**src/rtl/core/emhm_pkg.sv**
```systemverilog
// Package for the extended memory handle manager.
// Holds function codes, error codes, datapath ops and controller/datapath structs.
// No dependencies.
package emhm_pkg;

  localparam int unsigned HANDLE_SLOTS_DEF = 64;
  localparam int unsigned RESERVED_KB_DEF  = 64;

  localparam logic [15:0] POOL_END_RST = 16'h8000;
  localparam logic [15:0] XMS_VERSION  = 16'h0300;
  localparam logic [31:0] LIN_BASE     = 32'h0010_0000;
  localparam logic [15:0] AX_OK        = 16'h0001;

  localparam logic [7:0] FN_VERSION   = 8'h00;
  localparam logic [7:0] FN_HMA_REQ   = 8'h01;
  localparam logic [7:0] FN_HMA_REL   = 8'h02;
  localparam logic [7:0] FN_A20_FIRST = 8'h03;
  localparam logic [7:0] FN_A20_LAST  = 8'h07;
  localparam logic [7:0] FN_QUERY     = 8'h08;
  localparam logic [7:0] FN_ALLOC     = 8'h09;
  localparam logic [7:0] FN_FREE      = 8'h0A;
  localparam logic [7:0] FN_LOCK      = 8'h0C;
  localparam logic [7:0] FN_UNLOCK    = 8'h0D;
  localparam logic [7:0] FN_INFO      = 8'h0E;
  localparam logic [7:0] FN_REALLOC   = 8'h0F;
  localparam logic [7:0] FN_UMB_REQ   = 8'h10;
  localparam logic [7:0] FN_UMB_REL   = 8'h11;

  typedef enum logic [3:0] {
    ERR_NONE,
    ERR_NOTIMPL,
    ERR_NOHMA,
    ERR_NOMEM,
    ERR_NOHANDLE,
    ERR_BADHANDLE,
    ERR_NOTLOCKED,
    ERR_LOCKED,
    ERR_NOUMB,
    ERR_BADUMB
  } err_t;

  typedef enum logic [4:0] {
    OP_NONE,
    OP_LOAD,
    OP_HLATCH,
    OP_SUM_CLR,
    OP_SUM_ACC,
    OP_CAND0,
    OP_CAND,
    OP_QSTEP,
    OP_QBEST,
    OP_GAP_INIT,
    OP_GSTEP,
    FIN_SIMPLE,
    FIN_ERR,
    FIN_QRY,
    FIN_ALLOC,
    FIN_FREE,
    FIN_LOCK,
    FIN_UNLOCK,
    FIN_INFO,
    FIN_SHRINK,
    FIN_REALLOC
  } dp_op_t;

  typedef struct packed {
    dp_op_t op;
    logic   sel_h;
    err_t   err;
  } dp_cmd_t;

  typedef struct packed {
    logic [7:0] func;
    logic       has_free;
    logic       h_ok;
    logic       locked;
    logic       shrink;
    logic       gap_fail;
    logic       ovl;
    logic       in_blk;
    logic       s_bad;
    logic       vld;
  } dp_stat_t;

endpackage

```
**src/rtl/core/emhm_dp.sv**
```systemverilog
// Datapath: handle table memories, valid bits, scan registers and result registers.
// Depends on emhm_pkg; driven by emhm_ctl through dp_cmd_t.
module emhm_dp
  import emhm_pkg::*;
#(
  parameter int unsigned HANDLE_SLOTS = HANDLE_SLOTS_DEF,
  parameter int unsigned RESERVED_KB  = RESERVED_KB_DEF,
  localparam int unsigned HW = $clog2(HANDLE_SLOTS)
) (
  input  logic           clk,
  input  logic           rst_n,
  input  logic [7:0]     func_i,
  input  logic [15:0]    dx_i,
  input  logic [15:0]    bx_i,
  input  logic           cfg_we,
  input  logic [15:0]    cfg_data,
  input  dp_cmd_t        cmd,
  input  logic [HW-1:0]  addr,
  output dp_stat_t       st,
  output logic [15:0]    ax_o,
  output logic [15:0]    bx_o,
  output logic [15:0]    dx_o,
  output logic [3:0]     err_o
);

  localparam logic [16:0] RES17 = 17'(RESERVED_KB);
  localparam int unsigned UW    = 16 + HW;

  logic [7:0]              func_r;
  logic [15:0]             req_dx_r, req_bx_r, pool_end_r;
  logic [HANDLE_SLOTS-1:0] valid_r;
  logic [31:0]             blk_mem [HANDLE_SLOTS];
  logic [15:0]             lock_mem [HANDLE_SLOTS];
  logic [31:0]             blk_q;
  logic [15:0]             lock_q;
  logic [15:0]             hoff_r, hsize_r, hlock_r;
  logic [16:0]             cur_r, s_r, nx_r, best_r;
  logic [UW-1:0]           used_r;
  logic [7:0]              nfree_r;
  logic [15:0]             rax_r, rbx_r, rdx_r;
  err_t                    rerr_r;
  logic [15:0]             rax_nxt, rbx_nxt, rdx_nxt;
  err_t                    rerr_nxt;

  logic [HW-1:0] hsel, freeh, excl, rd_addr, wa;
  logic          has_free, vld;
  logic [15:0]   gsize, ea, esz;
  logic [16:0]   eb, span;
  logic [17:0]   cur_end;
  logic [UW-1:0] span_w;
  logic [15:0]   total;
  logic [31:0]   lin;
  logic [7:0]    lc8;
  logic          blk_we, lock_we;
  logic [31:0]   blk_wd;
  logic [15:0]   lock_wd;

  assign hsel    = req_dx_r[HW-1:0];
  assign rd_addr = cmd.sel_h ? hsel : addr;
  assign ea      = blk_q[31:16];
  assign esz     = blk_q[15:0];
  assign eb      = {1'b0, ea} + {1'b0, esz};
  assign vld     = valid_r[addr];
  assign gsize   = (func_r == FN_ALLOC) ? req_dx_r : req_bx_r;
  assign excl    = (func_r == FN_REALLOC) ? hsel : '0;
  assign cur_end = {1'b0, cur_r} + {2'b00, gsize};
  assign span    = (pool_end_r > 16'(RESERVED_KB)) ?
                   ({1'b0, pool_end_r} - RES17) : 17'd0;
  assign span_w  = UW'(span);
  assign total   = (span_w > used_r) ? 16'(span_w - used_r) : 16'd0;
  assign lin     = LIN_BASE + {6'd0, hoff_r, 10'd0};
  assign lc8     = (hlock_r > 16'd255) ? 8'hFF : hlock_r[7:0];
  assign wa      = (cmd.op == FIN_ALLOC) ? freeh : hsel;

  always_comb begin
    freeh    = '0;
    has_free = 1'b0;
    for (int i = HANDLE_SLOTS - 1; i >= 1; i--) begin
      if (!valid_r[i]) begin
        freeh    = HW'(i);
        has_free = 1'b1;
      end
    end
  end

  always_comb begin
    st.func     = func_r;
    st.has_free = has_free;
    st.h_ok     = (req_dx_r != 16'd0) && (req_dx_r < 16'(HANDLE_SLOTS)) && valid_r[hsel];
    st.locked   = hlock_r != 16'd0;
    st.shrink   = req_bx_r <= hsize_r;
    st.gap_fail = cur_end > {2'b00, pool_end_r};
    st.ovl      = vld && (addr != excl) && (cur_r < eb) && (cur_end > {2'b00, ea});
    st.in_blk   = vld && (s_r >= {1'b0, ea}) && (s_r < eb);
    st.s_bad    = (s_r < RES17) || (s_r >= {1'b0, pool_end_r});
    st.vld      = vld;
  end

  always_comb begin
    blk_we  = 1'b0;
    blk_wd  = {hoff_r, req_bx_r};
    lock_we = 1'b0;
    lock_wd = 16'd0;
    case (cmd.op)
      FIN_ALLOC: begin
        blk_we  = 1'b1;
        blk_wd  = {cur_r[15:0], req_dx_r};
        lock_we = 1'b1;
      end
      FIN_SHRINK: begin
        blk_we = 1'b1;
      end
      FIN_REALLOC: begin
        blk_we = 1'b1;
        blk_wd = {cur_r[15:0], req_bx_r};
      end
      FIN_LOCK: begin
        lock_we = 1'b1;
        lock_wd = (hlock_r == 16'hFFFF) ? hlock_r : hlock_r + 16'd1;
      end
      FIN_UNLOCK: begin
        lock_we = 1'b1;
        lock_wd = hlock_r - 16'd1;
      end
      default: begin
      end
    endcase
  end

  always_comb begin
    rax_nxt  = 16'd0;
    rbx_nxt  = 16'd0;
    rdx_nxt  = 16'd0;
    rerr_nxt = ERR_NONE;
    case (cmd.op)
      FIN_SIMPLE: begin
        case (func_r) inside
          FN_VERSION: begin
            rax_nxt = XMS_VERSION;
            rbx_nxt = XMS_VERSION;
          end
          FN_HMA_REQ, FN_HMA_REL: rerr_nxt = ERR_NOHMA;
          [FN_A20_FIRST:FN_A20_LAST]: rax_nxt = AX_OK;
          FN_UMB_REQ: rerr_nxt = ERR_NOUMB;
          FN_UMB_REL: rerr_nxt = ERR_BADUMB;
          default: rerr_nxt = ERR_NOTIMPL;
        endcase
      end
      FIN_ERR: rerr_nxt = cmd.err;
      FIN_QRY: begin
        rax_nxt = best_r[15:0];
        rdx_nxt = total;
      end
      FIN_ALLOC: begin
        rax_nxt = AX_OK;
        rdx_nxt = 16'(freeh);
      end
      FIN_LOCK: begin
        rax_nxt = AX_OK;
        rbx_nxt = lin[15:0];
        rdx_nxt = lin[31:16];
      end
      FIN_INFO: begin
        rax_nxt = AX_OK;
        rbx_nxt = {lc8, nfree_r};
        rdx_nxt = hsize_r;
      end
      FIN_FREE, FIN_UNLOCK, FIN_SHRINK, FIN_REALLOC: rax_nxt = AX_OK;
      default: begin
      end
    endcase
  end

  always_ff @(posedge clk) begin
    if (blk_we) begin
      blk_mem[wa] <= blk_wd;
    end
    if (lock_we) begin
      lock_mem[wa] <= lock_wd;
    end
    blk_q  <= blk_mem[rd_addr];
    lock_q <= lock_mem[rd_addr];
  end

  always_ff @(posedge clk) begin
    if (!rst_n) begin
      valid_r    <= '0;
      pool_end_r <= POOL_END_RST;
    end else begin
      if (cfg_we) begin
        pool_end_r <= cfg_data;
      end
      if (cmd.op == FIN_ALLOC) begin
        valid_r[freeh] <= 1'b1;
      end else if (cmd.op == FIN_FREE) begin
        valid_r[hsel] <= 1'b0;
      end
    end
  end

  always_ff @(posedge clk) begin
    case (cmd.op)
      OP_LOAD: begin
        func_r   <= func_i;
        req_dx_r <= dx_i;
        req_bx_r <= bx_i;
      end
      OP_HLATCH: begin
        hoff_r  <= ea;
        hsize_r <= esz;
        hlock_r <= lock_q;
      end
      OP_SUM_CLR: begin
        used_r  <= '0;
        nfree_r <= '0;
        best_r  <= '0;
      end
      OP_SUM_ACC: begin
        if (vld) begin
          used_r <= used_r + UW'(esz);
        end else begin
          nfree_r <= nfree_r + 8'd1;
        end
      end
      OP_CAND0: begin
        s_r  <= RES17;
        nx_r <= {1'b0, pool_end_r};
      end
      OP_CAND: begin
        s_r  <= eb;
        nx_r <= {1'b0, pool_end_r};
      end
      OP_QSTEP: begin
        if (vld && ({1'b0, ea} >= s_r) && ({1'b0, ea} < nx_r)) begin
          nx_r <= {1'b0, ea};
        end
      end
      OP_QBEST: begin
        if ((nx_r - s_r) > best_r) begin
          best_r <= nx_r - s_r;
        end
      end
      OP_GAP_INIT: begin
        cur_r <= RES17;
      end
      OP_GSTEP: begin
        if (st.ovl) begin
          cur_r <= eb;
        end
      end
      FIN_SIMPLE, FIN_ERR, FIN_QRY, FIN_ALLOC, FIN_FREE, FIN_LOCK,
      FIN_UNLOCK, FIN_INFO, FIN_SHRINK, FIN_REALLOC: begin
        rax_r  <= rax_nxt;
        rbx_r  <= rbx_nxt;
        rdx_r  <= rdx_nxt;
        rerr_r <= rerr_nxt;
      end
      default: begin
      end
    endcase
  end

  assign ax_o  = rax_r;
  assign bx_o  = rbx_r;
  assign dx_o  = rdx_r;
  assign err_o = rerr_r;

endmodule

```
**config.mk**
```make
export PLATFORM = sky130hd
export DESIGN_NAME = emhm_dp
export DESIGN_NICKNAME = d
export VERILOG_FILES = /design/src/rtl/core/emhm_pkg.sv /design/src/rtl/core/emhm_dp.sv
export SDC_FILE = /design/constraint.sdc
export NUM_CORES = 2
export LEC_CHECK = 0
export BUFFER_PORTS_ARGS = -buffer_cell sky130_fd_sc_hd__buf_2
export CAP_MARGIN = 20
export CORE_MARGIN = 2
export CORE_UTILIZATION = 40
export CTS_BUF_LIST = sky130_fd_sc_hd__clkbuf_8 sky130_fd_sc_hd__clkbuf_16
export CTS_CLUSTER_DIAMETER = 40
export DETAILED_ROUTE_END_ITERATION = 6
export PLACE_DENSITY_LB_ADDON = 0.15
export SLEW_MARGIN = 20
export SYNTH_ARGS = -nofsm -noshare
export SYNTH_HDL_FRONTEND = slang
export SYNTH_SLANG_ARGS = --single-unit
```
**constraint.sdc**
```tcl
create_clock -name clk -period 17.8 [get_ports clk]
set_input_delay 3.56 -clock clk [delete_from_list [all_inputs] [get_ports clk]]
set_output_delay 3.56 -clock clk [all_outputs]
set_load 0.1 [all_outputs]
```
# Yosys cells after proc, flatten, opt, wreduce, memory -nomap -nowiden
# Memory sizes are Yosys's and may differ from the RTL's. A register that Yosys moved wholly into a read port is not among the register bits.
# Index checks and enable logic that the tools add are counted.
# word_totals
reg_bits,318
ram_bits,3072
in_bits,75
out_inout_bits,69
word_cells,297
memories,2
# memory_table
name,words,word_bits,read_ports,rd_clocked_by_memory_dff,wr,line_no,rtl
blk_mem,64,32,1,1,1,emhm_dp.sv:32,logic [31:0] blk_mem [HANDLE_SLOTS];
lock_mem,64,16,1,1,1,emhm_dp.sv:33,logic [15:0] lock_mem [HANDLE_SLOTS];
# classes
addsub,10
order_cmp,22
eq_ne,33
muxes,176
n_bitwise,3
reduce_logical,33
# ops
operator,n
$mux 6,66
$pmux 17 s2,4
$mux 64,2
$pmux 16 s3,2
$mux 1,75
$mux 17,4
$and 64x64->64,1
$not 64->64,1
$or 64x64->64,1
$pmux 16 s4,1
$pmux 32 s2,1
$mux 16,3
$pmux 22 s2,1
$eq 5x4->1 const B,8
$gt 18x16->1,2
$ge 17x16->1,2
$lt 17x17->1,2
$pmux 16 s2,1
$reduce_bool 16->1,2
$add 21x26->27 const A,1
$eq 5x5->1 const B,5
$add 22x16->22,1
$gt 17x22->1,1
$mux 22,1
other kinds (46),89

# Logic depth before layout (Yosys ltp)
# depth
ltp_word,69
mapped_depth,24
depth_no_buf,23

# Worst setup path before layout
# OpenSTA, ideal clock, no wires.
# synth_path
path_kind,reg2out
from,reg func_r[4]
to,out st[4] (netlist name)
arrival_time_ns,6.819
t_required_ns,14.240
slack_ns,7.421
stages_incl_launch_ff,22
path_buffers,1
cell_sequence,edfxtp_1 > inv_1 > and4_1 > nand2_1 > clkbuf_1 > mux2_2 > ha_1 > a21o_1 > a21o_1 > a21oi_1 > o21ai_0 > a21o_1 > nand2_1 > nor2b_1 > xnor2_1 > ha_1 > nand4_1 > nor2_1 > nand2_1 > o221ai_1 > a211oi_1 > o21ai_0
# synth_lines
element,line_no,rtl
"start, declared",emhm_dp.sv:29,logic [7:0] func_r;
"start signal, assigned",emhm_dp.sv:204,func_r <= func_i;
"end, declared",emhm_dp.sv:19,"output dp_stat_t st,"

==> impl_metrics.csv <==
group,metric,value,unit
logic_synthesis,synth_cells,8086,
power_and_ir_drop,leakagePower,54.5,nW
layout,area_overhead_vs_synth,16.9,%
power_and_ir_drop,netSwitchingPower,4.54,mW
sta,final.setup.tns,0,ns
cts,hold_buf_cts,0,
logic_synthesis,ys.flop_type,"sky130_fd_sc_hd__edfxtp_1",
layout,mostFrequentLayoutCells,"sky130_fd_sc_hd__edfxtp_1, sky130_fd_sc_hd__nand2_1, sky130_fd_sc_hd__mux4_2",
logic_synthesis,yosys_warnings,0,
route,drc,0,
setup_path,critPathMostFrequentCell,"sky130_fd_sc_hd__mux4_2",
cts,cts.sinks,3437,
min_path,hold_path_depth,0,
setup_path,regToRegStartpoint,"req_dx_r[1]",
cts,cts-root-buf,"sky130_fd_sc_hd__clkbuf_16",
route,drt_wl_total,404,mm
logic_synthesis,post_synth.cell_area_avg,17.6,sq um
logic_synthesis,synth_top_area_share,70.0,%
setup_path,crit_path_category,"in -> out",
route,route.antenna.remaining_nets,0,
route,drt_first_iter_violations,7163,
floorplan,fp-row-count,218,
floorplan,dieArea,360000,sq um
global_routing,antenna_found_initial,17,
logic_synthesis,ys_ff_latch,3437,
route,vias_after_detailed_routing,78600,
cts,clock_tree.buffer_depth,4,
sta,clock-skew-final,0.0866,ns
route,drt_wl_cell,29.5,um
global_routing,grtUsageTotal,22.2,%
sta,period_share,56.4,%
logic_synthesis,synthSimpleGateAreaFrac,6.45,%
floorplan,die_width,600,um
logic_synthesis,synth-edff-count,3309,
setup_path,critical_path_required,14.24,ns
logic_synthesis,synth_compound_gate_area_share,4.14,%
logic_synthesis,dominant_combinational_cell_family_by_area_after_synthesis,"multiplexers",
min_path,min_path_type,"reg -> reg",
power_and_ir_drop,power.density,118,nW/um^2
floorplan,num_io_pins,144,
setup_path,cp_max_fo,20,
setup_path,worst_ep_arrival_time,6.47,ns
setup_path,start_kind,"primary input",
min_path,timing.hold.worst.start,"lock_q[1]",
sta,slew_viol_final,0,
sta,grt_setup_unrepaired,"no",
logic_synthesis,syn_nets,8398,
setup_path,ff2ff_setup_slack,12.10,ns
layout,layout_commonest_cell,"sky130_fd_sc_hd__edfxtp_1",
setup_path,crit_end_element,"primary output",
cts,clk_pin_slew_worst_paths,0.05,ns
sta,period_needed,10.03,ns
flow_run,max_cap_viol_count,0,
sta,max_slew.worst_pin.slew,1.36,ns
sta,timing.max_slew.rel_slack,8.87,%
global_routing,grt_first_pass_wirelength,578,mm
placed_design,place.port_buffers,143,
cts,cts_buffers,461,
sta,finalHoldViolCount,0,
logic_synthesis,fraction_of_the_mapped_netlist_area_in_adder_cells,2.12,%
layout,drive_above_1_share,24.8,%
setup_path,slowest_stage,"sky130_fd_sc_hd__mux4_2",
cts,cts_post_setup_buffers_inserted,0,
power_and_ir_drop,net_switching_fraction_of_the_power,23.3,%
global_routing,first_global_vias,79400,
layout,final_net_count,8854,
logic_synthesis,postSynth.asyncResetShare,0,%
logic_synthesis,ys_seq_area_share,71.8,%
setup_path,rr_endpoint,"blk_q[19]",
route,avgViaCountPerCell,5.74,
route,dr.pass1.iters,6,
outcome,outcome,"completed",
logic_synthesis,post-synth-top-area-cell,"sky130_fd_sc_hd__edfxtp_1",
global_routing,globalRouteOverflowTotal,0,
global_routing,maximum_number_of_pins_on_one_net_before_global_route_repair,110,
power_and_ir_drop,cell_internal_power,15.0,mW
cts,cts.htree.levels,5,
floorplan,floorplan.core_area,353000,sq um
cts,tritoncts,"done",
sta,finalSetupViolCount,0,
power_and_ir_drop,power_frac_comb,6.4,%
sta,achievable_frequency,0.0997,GHz
logic_synthesis,yosys-top-cells-area,"sky130_fd_sc_hd__edfxtp_1, sky130_fd_sc_hd__mux4_2, sky130_fd_sc_hd__nand2_1",
setup_path,worstRegToRegCells,11,
setup_path,critical-path-max-stage-delay,0.71,ns
power_and_ir_drop,totalPowerFinal,19.5,mW
power_and_ir_drop,ir_drop,0.0958,mV
floorplan,die_height,600,um
min_path,worst_hold_path.endpoint,"hlock_r[1]",
floorplan,floorplan.initialDensity,40.2,%
setup_path,crit_path_cell_trace,"buf_2 > mux4_2 > mux4_2 > mux4_2 > nand4_1 > nor2_1 > buf_2",
cts,clk-insertion-delay-late,0.98,ns
logic_synthesis,muxShareOfSynthArea,13.2,%
placed_design,gp_congestion,0.889,
logic_synthesis,yosys.area_share.xor_xnor,0.562,%
layout,fill_cells,29900,
power_and_ir_drop,clock_power_share,48.1,%
logic_synthesis,synth_cell_types,87,
cts,ctsResizeCount,0,
power_and_ir_drop,power_frac_seq,45.5,%
placed_design,hpwl,234,mm
logic_synthesis,area_of_the_mapped_netlist,142000,sq um
## cell usage after synthesis (9+ instances only)
| cell type | number |
|---|---|
| sky130_fd_sc_hd__edfxtp_1 | 3309 |
| sky130_fd_sc_hd__nand2_1 | 992 |
| sky130_fd_sc_hd__mux4_2 | 798 |
| sky130_fd_sc_hd__nor2_1 | 272 |
| sky130_fd_sc_hd__clkbuf_1 | 237 |
| sky130_fd_sc_hd__ha_1 | 232 |
| sky130_fd_sc_hd__nand3_1 | 222 |
| sky130_fd_sc_hd__o21ai_0 | 185 |
| sky130_fd_sc_hd__inv_1 | 154 |
| sky130_fd_sc_hd__a21oi_1 | 147 |
| sky130_fd_sc_hd__and3_1 | 142 |
| sky130_fd_sc_hd__a311oi_1 | 136 |
| sky130_fd_sc_hd__dfxtp_1 | 128 |
| sky130_fd_sc_hd__nor3_1 | 105 |
| sky130_fd_sc_hd__buf_2 | 102 |
| sky130_fd_sc_hd__o211ai_1 | 71 |
| sky130_fd_sc_hd__a31oi_1 | 67 |
| sky130_fd_sc_hd__nand4_1 | 59 |
| sky130_fd_sc_hd__a21o_1 | 58 |
| sky130_fd_sc_hd__buf_1 | 57 |
| sky130_fd_sc_hd__xnor2_1 | 50 |
| sky130_fd_sc_hd__nor2b_1 | 49 |
| sky130_fd_sc_hd__mux2_2 | 48 |
| sky130_fd_sc_hd__xor2_1 | 41 |
| sky130_fd_sc_hd__and2_1 | 33 |
| sky130_fd_sc_hd__nor4_1 | 33 |
| sky130_fd_sc_hd__nand2b_1 | 30 |
| sky130_fd_sc_hd__buf_4 | 26 |
| sky130_fd_sc_hd__o21a_1 | 26 |
| sky130_fd_sc_hd__mux2i_1 | 21 |
| sky130_fd_sc_hd__a211oi_1 | 19 |
| sky130_fd_sc_hd__o22ai_1 | 17 |
| sky130_fd_sc_hd__or3_1 | 13 |
| sky130_fd_sc_hd__and4_1 | 10 |
| sky130_fd_sc_hd__nand3b_1 | 10 |
| sky130_fd_sc_hd__o31ai_1 | 10 |
| sky130_fd_sc_hd__or2_2 | 10 |
| sky130_fd_sc_hd__or4_1 | 10 |
| sky130_fd_sc_hd__a21boi_0 | 9 |
## cell families (layout without fill, tap and decap cells)
group,Yosys count,count (layout)
flops,3437,3437
simple gates,2016,2016
mux,867,867
compound gates,855,855
buf+inv,583,1453
fa+ha+maj,237,237
xor+xnor,91,91
other cells,0,5
## power by group through the flow
stage	Clock (mW)	Sequential [mW]	Combinational, mW
after floorplan	0	9.08	0.762
after global placement	0	9.05	1.23
after detailed placement	0	9.05	1.25
after CTS	9.55	8.88	1.25
after global routing	9.88	8.88	1.35
final	9.39	8.88	1.24
## through the flow
stage          utilization (%)  hold slack (ns)  cells  setup WS (ns)  cell area [sq um]
2_1_floorplan                -            0.386   8086           7.42             142000
3_3_place_gp              42.5            0.395  12800           7.77             150000
3_5_place_dp              42.5            0.389  12800           7.72             150000
4_1_cts                   47.0            0.402  13700           7.69             166000
5_1_grt                   47.0            0.412  13700           7.33             166000
6_report                  47.0            0.403  13700           7.77             166000
## registers in the layout, summed over array words and instances (netlist names), 17 cells and up
signal and flops:
best_r 17, s_r 17, lock_mem 1024, blk_mem 2048, cur_r 17, valid_r 64
used_r 22, blk_q 32
## critical path: cells and delay by family
kind | cells | cell delay [ns]
buffers and inverters | 2 | 0.80
multiplexers | 3 | 1.81
AND/OR/NAND/NOR | 2 | 0.30
## how the worst max path moves through the flow
stage / start / cells after the start / to
after global routing: func_r[5] / 21 / st[4]
after floorplan: func_r[4] / 21 / st[4]
after CTS: func_r[5] / 22 / st[4]
final: addr[0] / 7 / st[3]
after global placement: addr[0] / 7 / st[3]
after detailed placement: addr[0] / 7 / st[3]
## final cells by class
cell class                      count  area [sq um]  share of cell area, %
Inverter                          155           582                  0.351
Sequential cell                  3437        102000                   61.4
Antenna cell                        5          12.5                0.00754
Multi-Input combinational cell   4066         38600                   23.3
Tap cell                         4730          5920                   3.57
Clock inverter                    406          4160                   2.51
Clock buffer                      471         11700                   7.08
Timing Repair Buffer              421          2910                   1.75
## metal layers
metal	up-vias	part of all wire, %	GRT usage (%)
met5	-	0.0067	0
met2	2786	47	35.9
met4	4	2.5	5.68
met3	570	6.6	3.67
li1	33500	-	-
met1	41800	44	31.5
Note: power is estimated with default switching activity, not from simulation.
