$ cat src/rtl/core/emhm_pkg.sv
// Package for the extended memory handle manager.
// Holds function codes, error codes, datapath ops and controller/datapath structs.
// No dependencies.
package emhm_pkg;

  localparam int unsigned HANDLE_SLOTS_DEF = 64;
  localparam int unsigned RESERVED_KB_DEF  = 64;

  localparam logic [15:0] POOL_END_RST = 16'h8000;
  localparam logic [15:0] XMS_VERSION  = 16'h0300;
  localparam logic [31:0] LIN_BASE     = 32'h0010_0000;
  localparam logic [15:0] AX_OK        = 16'h0001;

  localparam logic [7:0] FN_VERSION   = 8'h00;
  localparam logic [7:0] FN_HMA_REQ   = 8'h01;
  localparam logic [7:0] FN_HMA_REL   = 8'h02;
  localparam logic [7:0] FN_A20_FIRST = 8'h03;
  localparam logic [7:0] FN_A20_LAST  = 8'h07;
  localparam logic [7:0] FN_QUERY     = 8'h08;
  localparam logic [7:0] FN_ALLOC     = 8'h09;
  localparam logic [7:0] FN_FREE      = 8'h0A;
  localparam logic [7:0] FN_LOCK      = 8'h0C;
  localparam logic [7:0] FN_UNLOCK    = 8'h0D;
  localparam logic [7:0] FN_INFO      = 8'h0E;
  localparam logic [7:0] FN_REALLOC   = 8'h0F;
  localparam logic [7:0] FN_UMB_REQ   = 8'h10;
  localparam logic [7:0] FN_UMB_REL   = 8'h11;

  typedef enum logic [3:0] {
    ERR_NONE,
    ERR_NOTIMPL,
    ERR_NOHMA,
    ERR_NOMEM,
    ERR_NOHANDLE,
    ERR_BADHANDLE,
    ERR_NOTLOCKED,
    ERR_LOCKED,
    ERR_NOUMB,
    ERR_BADUMB
  } err_t;

  typedef enum logic [4:0] {
    OP_NONE,
    OP_LOAD,
    OP_HLATCH,
    OP_SUM_CLR,
    OP_SUM_ACC,
    OP_CAND0,
    OP_CAND,
    OP_QSTEP,
    OP_QBEST,
    OP_GAP_INIT,
    OP_GSTEP,
    FIN_SIMPLE,
    FIN_ERR,
    FIN_QRY,
    FIN_ALLOC,
    FIN_FREE,
    FIN_LOCK,
    FIN_UNLOCK,
    FIN_INFO,
    FIN_SHRINK,
    FIN_REALLOC
  } dp_op_t;

  typedef struct packed {
    dp_op_t op;
    logic   sel_h;
    err_t   err;
  } dp_cmd_t;

  typedef struct packed {
    logic [7:0] func;
    logic       has_free;
    logic       h_ok;
    logic       locked;
    logic       shrink;
    logic       gap_fail;
    logic       ovl;
    logic       in_blk;
    logic       s_bad;
    logic       vld;
  } dp_stat_t;

endpackage

$ cat src/rtl/core/emhm_ctl.sv
// Controller: sequences table scans and the result beat of each request.
// Depends on emhm_pkg; drives emhm_dp through dp_cmd_t and reads dp_stat_t.
module emhm_ctl
  import emhm_pkg::*;
#(
  parameter int unsigned HANDLE_SLOTS = HANDLE_SLOTS_DEF,
  localparam int unsigned HW = $clog2(HANDLE_SLOTS)
) (
  input  logic          clk,
  input  logic          rst_n,
  input  logic          in_valid,
  output logic          in_ready,
  output logic          out_valid,
  input  logic          out_ready,
  input  dp_stat_t      st,
  output dp_cmd_t       cmd,
  output logic [HW-1:0] addr
);

  localparam logic [HW-1:0] LAST  = HW'(HANDLE_SLOTS - 1);
  localparam logic [HW-1:0] FIRST = HW'(1);

  typedef enum logic [4:0] {
    S_IDLE, S_DEC, S_HLAT, S_HACT, S_SUM_RD, S_SUM_EV, S_QC0, S_QC_SEL,
    S_QC_EV, S_QCHK, S_QS_RD, S_QS_EV, S_QEND, S_GP_PASS, S_GP_RD, S_GP_EV, S_FIN
  } state_t;

  state_t        state_r, state_nxt;
  logic [HW-1:0] idx_r, idx_nxt, cidx_r, cidx_nxt;
  dp_op_t        fin_op_r, fin_op_nxt;
  err_t          err_r, err_nxt;
  logic          out_valid_r, out_valid_nxt;
  logic          adv_cand;

  assign in_ready  = state_r == S_IDLE;
  assign out_valid = out_valid_r;

  always_comb begin
    state_nxt     = state_r;
    idx_nxt       = idx_r;
    cidx_nxt      = cidx_r;
    fin_op_nxt    = fin_op_r;
    err_nxt       = err_r;
    out_valid_nxt = out_valid_r && !out_ready;
    cmd.op        = OP_NONE;
    cmd.sel_h     = 1'b0;
    cmd.err       = err_r;
    addr          = idx_r;
    adv_cand      = 1'b0;
    case (state_r)
      S_IDLE: begin
        if (in_valid) begin
          cmd.op    = OP_LOAD;
          state_nxt = S_DEC;
        end
      end
      S_DEC: begin
        cmd.sel_h = 1'b1;
        idx_nxt   = FIRST;
        state_nxt = S_FIN;
        case (st.func) inside
          FN_QUERY: begin
            cmd.op    = OP_SUM_CLR;
            state_nxt = S_SUM_RD;
          end
          FN_ALLOC: begin
            if (!st.has_free) begin
              fin_op_nxt = FIN_ERR;
              err_nxt    = ERR_NOHANDLE;
            end else begin
              cmd.op    = OP_GAP_INIT;
              state_nxt = S_GP_PASS;
            end
          end
          FN_FREE, FN_LOCK, FN_UNLOCK, FN_INFO, FN_REALLOC: begin
            if (!st.h_ok) begin
              fin_op_nxt = FIN_ERR;
              err_nxt    = ERR_BADHANDLE;
            end else begin
              state_nxt = S_HLAT;
            end
          end
          default: fin_op_nxt = FIN_SIMPLE;
        endcase
      end
      S_HLAT: begin
        cmd.op    = OP_HLATCH;
        state_nxt = S_HACT;
      end
      S_HACT: begin
        state_nxt = S_FIN;
        case (st.func)
          FN_FREE: begin
            fin_op_nxt = st.locked ? FIN_ERR : FIN_FREE;
            err_nxt    = ERR_LOCKED;
          end
          FN_LOCK: fin_op_nxt = FIN_LOCK;
          FN_UNLOCK: begin
            fin_op_nxt = st.locked ? FIN_UNLOCK : FIN_ERR;
            err_nxt    = ERR_NOTLOCKED;
          end
          FN_INFO: begin
            cmd.op    = OP_SUM_CLR;
            state_nxt = S_SUM_RD;
          end
          default: begin
            if (st.locked) begin
              fin_op_nxt = FIN_ERR;
              err_nxt    = ERR_LOCKED;
            end else if (st.shrink) begin
              fin_op_nxt = FIN_SHRINK;
            end else begin
              cmd.op    = OP_GAP_INIT;
              state_nxt = S_GP_PASS;
            end
          end
        endcase
      end
      S_SUM_RD: state_nxt = S_SUM_EV;
      S_SUM_EV: begin
        cmd.op = OP_SUM_ACC;
        if (idx_r == LAST) begin
          if (st.func == FN_INFO) begin
            fin_op_nxt = FIN_INFO;
            state_nxt  = S_FIN;
          end else begin
            state_nxt = S_QC0;
          end
        end else begin
          idx_nxt   = idx_r + FIRST;
          state_nxt = S_SUM_RD;
        end
      end
      S_QC0: begin
        cmd.op    = OP_CAND0;
        cidx_nxt  = '0;
        state_nxt = S_QCHK;
      end
      S_QC_SEL: begin
        addr = cidx_r;
        if (st.vld) begin
          state_nxt = S_QC_EV;
        end else begin
          adv_cand = 1'b1;
        end
      end
      S_QC_EV: begin
        cmd.op    = OP_CAND;
        state_nxt = S_QCHK;
      end
      S_QCHK: begin
        if (st.s_bad) begin
          adv_cand = 1'b1;
        end else begin
          idx_nxt   = FIRST;
          state_nxt = S_QS_RD;
        end
      end
      S_QS_RD: state_nxt = S_QS_EV;
      S_QS_EV: begin
        cmd.op = OP_QSTEP;
        if (st.in_blk) begin
          adv_cand = 1'b1;
        end else if (idx_r == LAST) begin
          state_nxt = S_QEND;
        end else begin
          idx_nxt   = idx_r + FIRST;
          state_nxt = S_QS_RD;
        end
      end
      S_QEND: begin
        cmd.op   = OP_QBEST;
        adv_cand = 1'b1;
      end
      S_GP_PASS: begin
        idx_nxt = FIRST;
        if (st.gap_fail) begin
          fin_op_nxt = FIN_ERR;
          err_nxt    = ERR_NOMEM;
          state_nxt  = S_FIN;
        end else begin
          state_nxt = S_GP_RD;
        end
      end
      S_GP_RD: state_nxt = S_GP_EV;
      S_GP_EV: begin
        cmd.op = OP_GSTEP;
        if (st.ovl) begin
          state_nxt = S_GP_PASS;
        end else if (idx_r == LAST) begin
          fin_op_nxt = (st.func == FN_ALLOC) ? FIN_ALLOC : FIN_REALLOC;
          state_nxt  = S_FIN;
        end else begin
          idx_nxt   = idx_r + FIRST;
          state_nxt = S_GP_RD;
        end
      end
      S_FIN: begin
        if (!out_valid_r || out_ready) begin
          cmd.op        = fin_op_r;
          out_valid_nxt = 1'b1;
          state_nxt     = S_IDLE;
        end
      end
      default: state_nxt = S_IDLE;
    endcase
    if (adv_cand) begin
      if (cidx_r == LAST) begin
        fin_op_nxt = FIN_QRY;
        state_nxt  = S_FIN;
      end else begin
        cidx_nxt  = cidx_r + FIRST;
        state_nxt = S_QC_SEL;
      end
    end
  end

  always_ff @(posedge clk) begin
    if (!rst_n) begin
      state_r     <= S_IDLE;
      idx_r       <= FIRST;
      cidx_r      <= '0;
      fin_op_r    <= FIN_SIMPLE;
      err_r       <= ERR_NONE;
      out_valid_r <= 1'b0;
    end else begin
      state_r     <= state_nxt;
      idx_r       <= idx_nxt;
      cidx_r      <= cidx_nxt;
      fin_op_r    <= fin_op_nxt;
      err_r       <= err_nxt;
      out_valid_r <= out_valid_nxt;
    end
  end

endmodule

$ cat config.mk
export PLATFORM = sky130hd
export DESIGN_NAME = emhm_ctl
export DESIGN_NICKNAME = d
export VERILOG_FILES = /design/src/rtl/core/emhm_pkg.sv /design/src/rtl/core/emhm_ctl.sv
export SDC_FILE = /design/constraint.sdc
export NUM_CORES = 1
export LEC_CHECK = 0
export ABC_AREA = 1
export BUFFER_PORTS_ARGS = -buffer_cell sky130_fd_sc_hd__buf_2
export CORE_MARGIN = 1
export CORE_UTILIZATION = 52
export CTS_BUF_LIST = sky130_fd_sc_hd__clkbuf_16
export CTS_CLUSTER_DIAMETER = 150
export DETAILED_ROUTE_END_ITERATION = 10
export PLACE_DENSITY = 0.77
export SKIP_CTS_REPAIR_TIMING = 1
export SLEW_MARGIN = 20
export SYNTH_ARGS = -nofsm -noshare
export SYNTH_HDL_FRONTEND = slang
export SYNTH_SLANG_ARGS = --single-unit
$ cat constraint.sdc
create_clock -name clk -period 1.7 [get_ports clk]
set_input_delay 0.34 -clock clk [delete_from_list [all_inputs] [get_ports clk]]
set_output_delay 0.34 -clock clk [all_outputs]
set_load 0.01 [all_outputs]
Word level (Yosys, flattened, before mapping)
Index checks and enable logic that the tools add are counted.
Operators by class
  $add $sub $neg: 2
  eq/ne operators: 41
  muxes and demuxes: 75
  reduce and logical (&&, ||, !) cells: 15
Operator list (number)
  $mux W5: 36
  $pmux W5 S16: 1
  $eq A8 B4 Y1 const B: 7
  $pmux W5 S11: 1
  $mux W4: 12
  $mux W6: 8
  $eq A5 B4 Y1 const B: 8
  $pmux W6 S5: 1
  $pmux W5 S5: 1
  $pmux W4 S3: 2
  $eq A5 B3 Y1 const B: 4
  $pmux W5 S4: 1
  $ne A3 B3 Y1 const B: 6
  $ne A2 B2 Y1 const B: 7
  $add A6 B1 Y6 const B: 2
  $eq A6 B6 Y1 const B: 2
  $eq A5 B2 Y1 const B: 2
  $pmux W5 S2: 1
  $pmux W4 S2: 1
  $reduce_and A8 Y1: 1
  $mux W1: 7
  $ne A3 B2 Y1 const B: 2
  $reduce_and A6 Y1: 1
  $reduce_or A2 Y1: 3
  15 further kinds: 16
Word-level totals
  flip-flop bits (word level): 27
  input port bits: 21
  output and inout bits: 18
  word-level logic and storage cells: 139

Depth between registers and ports, before layout
Gate-level depths: netlist of the first run.
  depth after elaboration: 8
  depth in mapped cells: 13
  mapped depth without buffers: 13

Worst setup path after synthesis of the first run
Ideal clock, no wire load.
  path type: input port to output port
  from: in st[16] (netlist bit)
  to: out cmd[8] (netlist bit)
  arrival: 1417 ps
  required time: 1360 ps
  slack: -57 ps
  cell stages on the path: 9
  buffers on the path: 0
  cell sequence: nor2_1 -> nand2_1 -> nor2_1 -> nor2_2 -> nand2_1 -> nor2_2 -> nand3_1 -> and2_1 -> o2111ai_1
RTL lines
  start: declaration: RTL line emhm_ctl.sv:15  | input dp_stat_t st,
  end: declaration: RTL line emhm_ctl.sv:16  | output dp_cmd_t cmd,

==> results of run 1 <==
[cells in the mapped netlist]
cell type | n | area share, %
clkbuf_1 | 3 | 0.46
nor2_4 | 6 | 2.8
o211ai_1 | 2 | 0.61
nor3b_1 | 1 | 0.31
xnor2_1 | 1 | 0.36
a21oi_1 | 21 | 4.3
a211oi_1 | 4 | 1.2
and2_1 | 1 | 0.26
conb_1 | 1 | 0.15
nor2_1 | 68 | 10
nand2_1 | 120 | 18
o21ai_4 | 1 | 0.66
o2111ai_1 | 3 | 1.1
nor3_1 | 11 | 2.2
o21ai_2 | 1 | 0.36
o22ai_1 | 1 | 0.26
o21a_1 | 3 | 0.92
nor4_1 | 1 | 0.26
dfxtp_1 | 26 | 21
nor3b_2 | 2 | 1.0
nand4_1 | 7 | 1.8
nor2_2 | 12 | 3.1
nand3b_1 | 2 | 0.61
nand3_1 | 38 | 7.8
nand2_4 | 1 | 0.46
xor2_1 | 1 | 0.36
a41oi_1 | 1 | 0.36
buf_4 | 2 | 0.61
or2_2 | 2 | 0.51
o21ai_0 | 24 | 4.9
o21bai_1 | 1 | 0.31
nand2_2 | 2 | 0.51
inv_1 | 46 | 7.1
inv_2 | 10 | 1.5
mux2_2 | 1 | 0.46
ha_1 | 2 | 1.0
nor3_2 | 2 | 0.82
a31oi_1 | 1 | 0.26
a21boi_0 | 1 | 0.31
[flip-flops by register name, indices dropped and copies added (netlist names)]
signal / flops
cidx_r: 6
err_r: 3
fin_op_r: 5
idx_r: 6
out_valid: 1
state_r: 5
[worst max-delay path: stages (launching register included)]
cell and delay, ps:
dfxtp_2 360, inv_2 50, buf_4 140, nor2_4 170, nand2_4 110, inv_4 100, nand3_2 110, and2_4 190
o2111ai_2 70, buf_2 170
[metrics by stage]
stage | setup slack, ps | util (%) | total power (uW) | TNS (ps)
2_1_floorplan | -19.02 | - | 917.1 | -19.02
3_3_place_gp | -242.0 | 74.04 | 1104 | -1529
3_5_place_dp | -298.6 | 74.04 | 1113 | -2203
4_1_cts | -522.6 | 75.82 | 1621 | -4543
5_1_grt | -409.4 | 90.71 | 1866 | -9437
6_report | -365.6 | 90.71 | 1800 | -7234
[cell type report]
class / instances / area, sq um / area share (%)
inverter: 56 / 232.7 / 5.773
tap: 52 / 65.06 / 1.614
clock buffer: 3 / 75.07 / 1.862
sequential: 26 / 534.3 / 13.25
clock inverter: 1 / 3.754 / 0.09311
timing repair buffer: 130 / 985.9 / 24.46
multi-input combinational: 346 / 2135 / 52.95
[cells by family (layout without fill, tap and decap cells)]
group | after synthesis | in the layout | share of synthesized area (%)
and+or+nand+nor | 276 | 276 | 51.20
AOI/OAI and AO/OA | 64 | 64 | 15.54
buffers and inverters | 61 | 190 | 9.658
DFF | 26 | 26 | 21.26
adders and majority gates | 2 | 2 | 1.022
xor gates and xnor gates | 2 | 2 | 0.7155
other | 1 | 1 | 0.1531
muxes | 1 | 1 | 0.4599
[path summary, 6_finish.rpt]
check                           startpoint          end
worst max-delay path            state_r[1]       cmd[8]
worst min register to register    err_r[1]     err_r[1]
worst max register to register  state_r[2]   state_r[0]
worst min-delay path                 rst_n  fin_op_r[1]
[power groups by stage]
stage	registers, uW	clock network (uW)	logic (uW)
detailed placement	669	0	444
global placement	668	0	436
global route	673	562	631
finish	671	536	594
CTS	655	520	446
floorplan	671	0	246
[layer usage]
layer	wire length [um]	GRT usage, %	share of wire (%)
met3	1426	5.556	12
met4	1085	11.11	9.0
met1	3985	42.61	33
met2	5503	59.87	46
met5	0	0	0
==> results by group, run 1 <==
Routing
  • Drt drc: 0
  • Drt pass-1 iters: 7
  • Final wirelength: 12000 um
  • Via count: 3911
  • DR iter-0 viols: 529
  • WL/cell: 19.54 um
  • Routed vias/inst: 6.370
  • Post-route ant nets: 0

Outcome
  • Status: finished, violations left
  • Failing checks: setup timing

Floorplan
  • Die Y: 70.62 um
  • Die width: 70.62 um
  • Total die area: 0.004987 sq mm
  • # IOs: 39
  • CORE AREA: 0.004444 sq mm
  • Initial Util: 55.10%
  • Row count: 24

Placement
  • Gp weighted congestion: 0.9811
  • Detailed placement HPWL: 6792 um
  • Placed cell count: 597
  • IO Port Bufs: 37
  • Area after DPL: 0.003291 sq mm

STA
  • Final setup viols: 38
  • Setup WS post-layout: -365.6 ps
  • RSZ-0062 raised after global routing: yes
  • Fmax: 0.4841 GHz
  • Final Hold Viols: 0
  • Max Slew Vio Count: 0
  • WHS: 424.7 ps
  • Minimum clock period: 2066 ps
  • Final Cycle Share: 121.5%
  • Slew @ Worst Pin: 585.3 ps
  • Rel. slew slack: 60.94%
  • Clock Skew: 3.164 ps

Power and ir drop
  • NetSw: 601.8 uW
  • Peak supply drop: 523.9 uV
  • Leakage: 0.001896 uW
  • Clock power frac: 29.8%
  • Sequential power share: 37.3%
  • Power Density: 446.6 mW/mm^2
  • Sw frac: 33.43%
  • Combinational share of power: 33.0%
  • Int Power: 1198 uW

Global routing
  • First-pass GRT wire length: 13630 um
  • Vias in the first global route: 3072
  • Grt total ovfl: 0
  • Total GRT Usage: 34.06%
  • Largest net degree at the start of global routing: 15
  • Initial antenna violation count: 0

Finish
  • # diodes: 0
  • Layout Cells excl Fill: 614
  • Fin nets: 586
  • Most frequent cells in the layout: nand2_1, buf_4, nor2_1
  • Share of cells above drive strength 1: 48.04%
  • Synthesis-to-finish area growth: 64.64%
  • Design Area, Final: 0.004031 sq mm
  • Most common cell after layout, fill and taps aside: nand2_1
  • Fillers: 200

CTS
  • CTS root buf: clkbuf_16
  • H-tree Lvls: 1
  • CTS tree: built
  • Clock-pin slew on the worst setup and hold paths: 70 ps
  • Num Clock Sinks: 26
  • Worst skew pair latency: 260 ps
  • Clock Path Buffers: 2
  • CTS Buf Count: 3

Critical path
  • Crit path launch type: register
  • WS Path Type: reg -> out
  • Worst path required time: 1360 ps
  • Max FO, Critical Path: 3
  • Kind of end point of the critical path: output port
  • Crit path DAT: 1730 ps
  • Worst Reg2Reg Path Length in Cells: 12
  • R2R Setup Slk: -300 ps

Yosys
  • Post-Syn Area: 0.002449 sq mm
  • Mapped Cells: 433
  • Syn_nets: 456
  • Unique masters post-synth: 39
  • Flops & latches, synth: 26
  • Mapped Avg Cell Area: 5.655 sq um
  • Sequential fraction of the synthesis area: 21.26%
  • Ys Warns: 0

Flow run
  • Max-cap violations: 0

Min path
  • Min-delay worst type: in -> reg
  • Min-Delay Path Depth: 2
Note: power is estimated with default switching activity, not from simulation.
==> run 2, diff against run 1 <==
--- a/config.mk
+++ b/config.mk
@@ -8,11 +8,11 @@
 export ABC_AREA = 1
 export BUFFER_PORTS_ARGS = -buffer_cell sky130_fd_sc_hd__buf_2
 export CORE_MARGIN = 1
-export CORE_UTILIZATION = 52
+export CORE_UTILIZATION = 62
 export CTS_BUF_LIST = sky130_fd_sc_hd__clkbuf_16
 export CTS_CLUSTER_DIAMETER = 150
 export DETAILED_ROUTE_END_ITERATION = 10
-export PLACE_DENSITY = 0.77
+export PLACE_DENSITY = 0.86
 export SKIP_CTS_REPAIR_TIMING = 1
 export SLEW_MARGIN = 20
 export SYNTH_ARGS = -nofsm -noshare
==> constraint.sdc (replaced) <==
create_clock -name clk -period 2.4 [get_ports clk]
set_input_delay 0.48 -clock clk [delete_from_list [all_inputs] [get_ports clk]]
set_output_delay 0.48 -clock clk [all_outputs]
set_load 0.01 [all_outputs]
==> results by group, run 2 (synthesis gave the netlist of run 1 again) <==
Power and ir drop
  • Peak supply drop: 301.2 uV (-43%)
  • Pwr Total: 1121 uW (-38%)
  • Leakage: 0.001414 uW (-25%)
  • Power Density: 385.7 mW/mm^2 (-14%)

Finish
  • Regs by FF count: cidx_r (6), idx_r (6)
  • Fin nets: 507 (-13%)
  • Most frequent cells in the layout: nand2_1, nor2_1, inv_1
  • Share of cells above drive strength 1: 22.36% (-26 points)
  • Most common cell after layout, fill and taps aside: nand2_1
  • # diodes: 0 (unchanged)
  • Synthesis-to-finish area growth: 18.70%

Placement
  • Detailed placement HPWL: 6015 um (-11%)
  • Gp weighted congestion: 1.066 (+8.6%)
  • IO Port Bufs: 37 (unchanged)

Flow run
  • Max-cap violations: 0 (unchanged)

Global routing
  • Initial antenna violation count: 0 (unchanged)
  • Grt total ovfl: 0 (unchanged)
  • First-pass GRT wire length: 12030 um (-12%)
  • Largest net degree at the start of global routing: 15 (unchanged)
  • Vias in the first global route: 2758 (-10%)
  • Total GRT Usage: 36.52% (+2.5 points)

Critical path
  • Max FO, Critical Path: 8 (+5)
  • Worst path max stage delay: 250 ps (-110 ps)
  • Kind of end point of the critical path: output port
  • CP cell instances: buf_2, nor2_1, nand2_2, inv_2, nand2_1, nand2_1, nor2_2, o21ai_0, nand3_1, o2111ai_1, buf_2
  • Slowest-stage cell, CP: nor2_2
  • Reg2reg end: fin_op_r[3]
  • Crit path DAT: 1840 ps (+110 ps)
  • Worst path required time: 1920 ps (+560 ps)
  • R2R Setup Slk: 300 ps (+600 ps)
  • Worst R2R Start: state_r[4]
  • Crit path launch type: input port
  • Worst Reg2Reg Path Length in Cells: 11 (-1)
  • WS Path Type: in -> out

Min path
  • Min-delay worst type: reg -> reg
  • End point of the worst hold path: err_r[1]
  • Min-Delay Path Depth: 2 (unchanged)
  • Worst Hold Launch: err_r[1]

CTS
  • CTS Buf Count: 3 (unchanged)
  • Clock-pin slew on the worst setup and hold paths: 70 ps (about the same)
  • CTS root buf: clkbuf_16
  • Worst skew pair latency: 260 ps (about the same)
  • H-tree Lvls: 1 (unchanged)
  • Num Clock Sinks: 26 (unchanged)
  • CTS tree: built
  • Clock Path Buffers: 2 (unchanged)

Floorplan
  • Die width: 64.85 um (-8.2%)
  • Initial Util: 65.89% (+11 points)
  • Row count: 22 (-8.3%)
  • Total die area: 0.004205 sq mm (-16%)
  • Die Y: 64.85 um (-8.2%)
  • CORE AREA: 0.003716 sq mm (-16%)
  • # IOs: 39 (unchanged)

Routing
  • Drt drc: 0 (unchanged)
  • Via count: 3106 (-21%)
  • DR iter-0 viols: 299 (-43%)
  • Final wirelength: 7596 um (-37%)
  • WL/cell: 14.31 um (-27%)
  • Post-route ant nets: 0 (unchanged)
  • Drt pass-1 iters: 5 (-2)
  • Routed vias/inst: 5.849 (-8.2%)

STA
  • WHS: 471.0 ps (+46.26 ps)
  • Setup TNS: 0 ps (+7234 ps)
  • Fmax: 0.4311 GHz
  • Final setup viols: 0 (-100%)
  • Max Slew Vio Count: 0 (unchanged)
  • Final Hold Viols: 0 (unchanged)
  • Clock Skew: 2.824 ps (-0.3398 ps)
  • Final Cycle Share: 96.64%
  • Minimum clock period: 2319 ps

Outcome
  • Status: complete, no violations
-- run 2: cell count changes in the layout (fill, tap and decap cells not counted), moves of 8 or more --
cell,previous run,this run
nand2_2,20,5
buf_4,74,14
nand3_1,28,38
nand3_2,9,0
nor2_4,21,8
o21ai_1,8,0
a21oi_1,13,21
buf_6,16,0
a21oi_2,8,0
nor2_1,47,62
nand2_1,95,116
o21ai_0,10,24
-- run 2: how the worst max path moves through the flow --
stage / depth (start not counted) / startpoint / to
2_1_floorplan: 9 / st[16] / cmd[8]
4_1_cts: 8 / state_r[2] / cmd[8]
3_5_place_dp: 12 / st[11] / cmd[8]
5_1_grt: 9 / state_r[4] / cmd[8]
3_3_place_gp: 12 / st[11] / cmd[8]
6_report: 11 / st[16] / cmd[5]
-- run 2: power by group --
part           internal (uW)  switching [uW]
combinational           96.7             175
sequential               450            20.1
clock                    223             155
total                    770             351
-- run 2: final cells by class --
type	instances	area (sq um)
clock buffers	3	75.07
clock inverters	1	3.754
fillers	335	809.5
inverters	56	212.7
multi-input cells	346	1743
flip-flops and latches	26	521.8
well taps	48	60.06
repair buffers	51	290.3
-- run 2: critical path: cells and delay by family --
kind,cells,cell delay [ps]
AND/OR/NAND/NOR,6,780
buffers and inverters,3,340
AO/OA/AOI/OAI,2,240
-- run 2: through the flow --
step | std cells | cell area, sq um | setup slack [ps] | util, %
after detailed placement | 526 | 2765 | 56.76 | 74.41
after CTS | 530 | 2844 | -32.57 | 76.53
after floorplan | 433 | 2449 | 362.5 | -
after global placement | 526 | 2765 | 92.19 | 74.41
after global routing | 531 | 2907 | -15.93 | 78.22
final | 531 | 2907 | 80.60 | 78.22
-- run 2: per-layer routing --
| layer | vias up | GRT usage, % | part of all wire [%] |
|---|---|---|---|
| met5 | - | 0 | 0 |
| met4 | 0 | 16.39 | 2.8 |
| met3 | 32 | 8.275 | 9.7 |
| met2 | 191 | 59.90 | 47 |
| met1 | 1379 | 45.00 | 40 |
| li1 | 1504 | - | - |
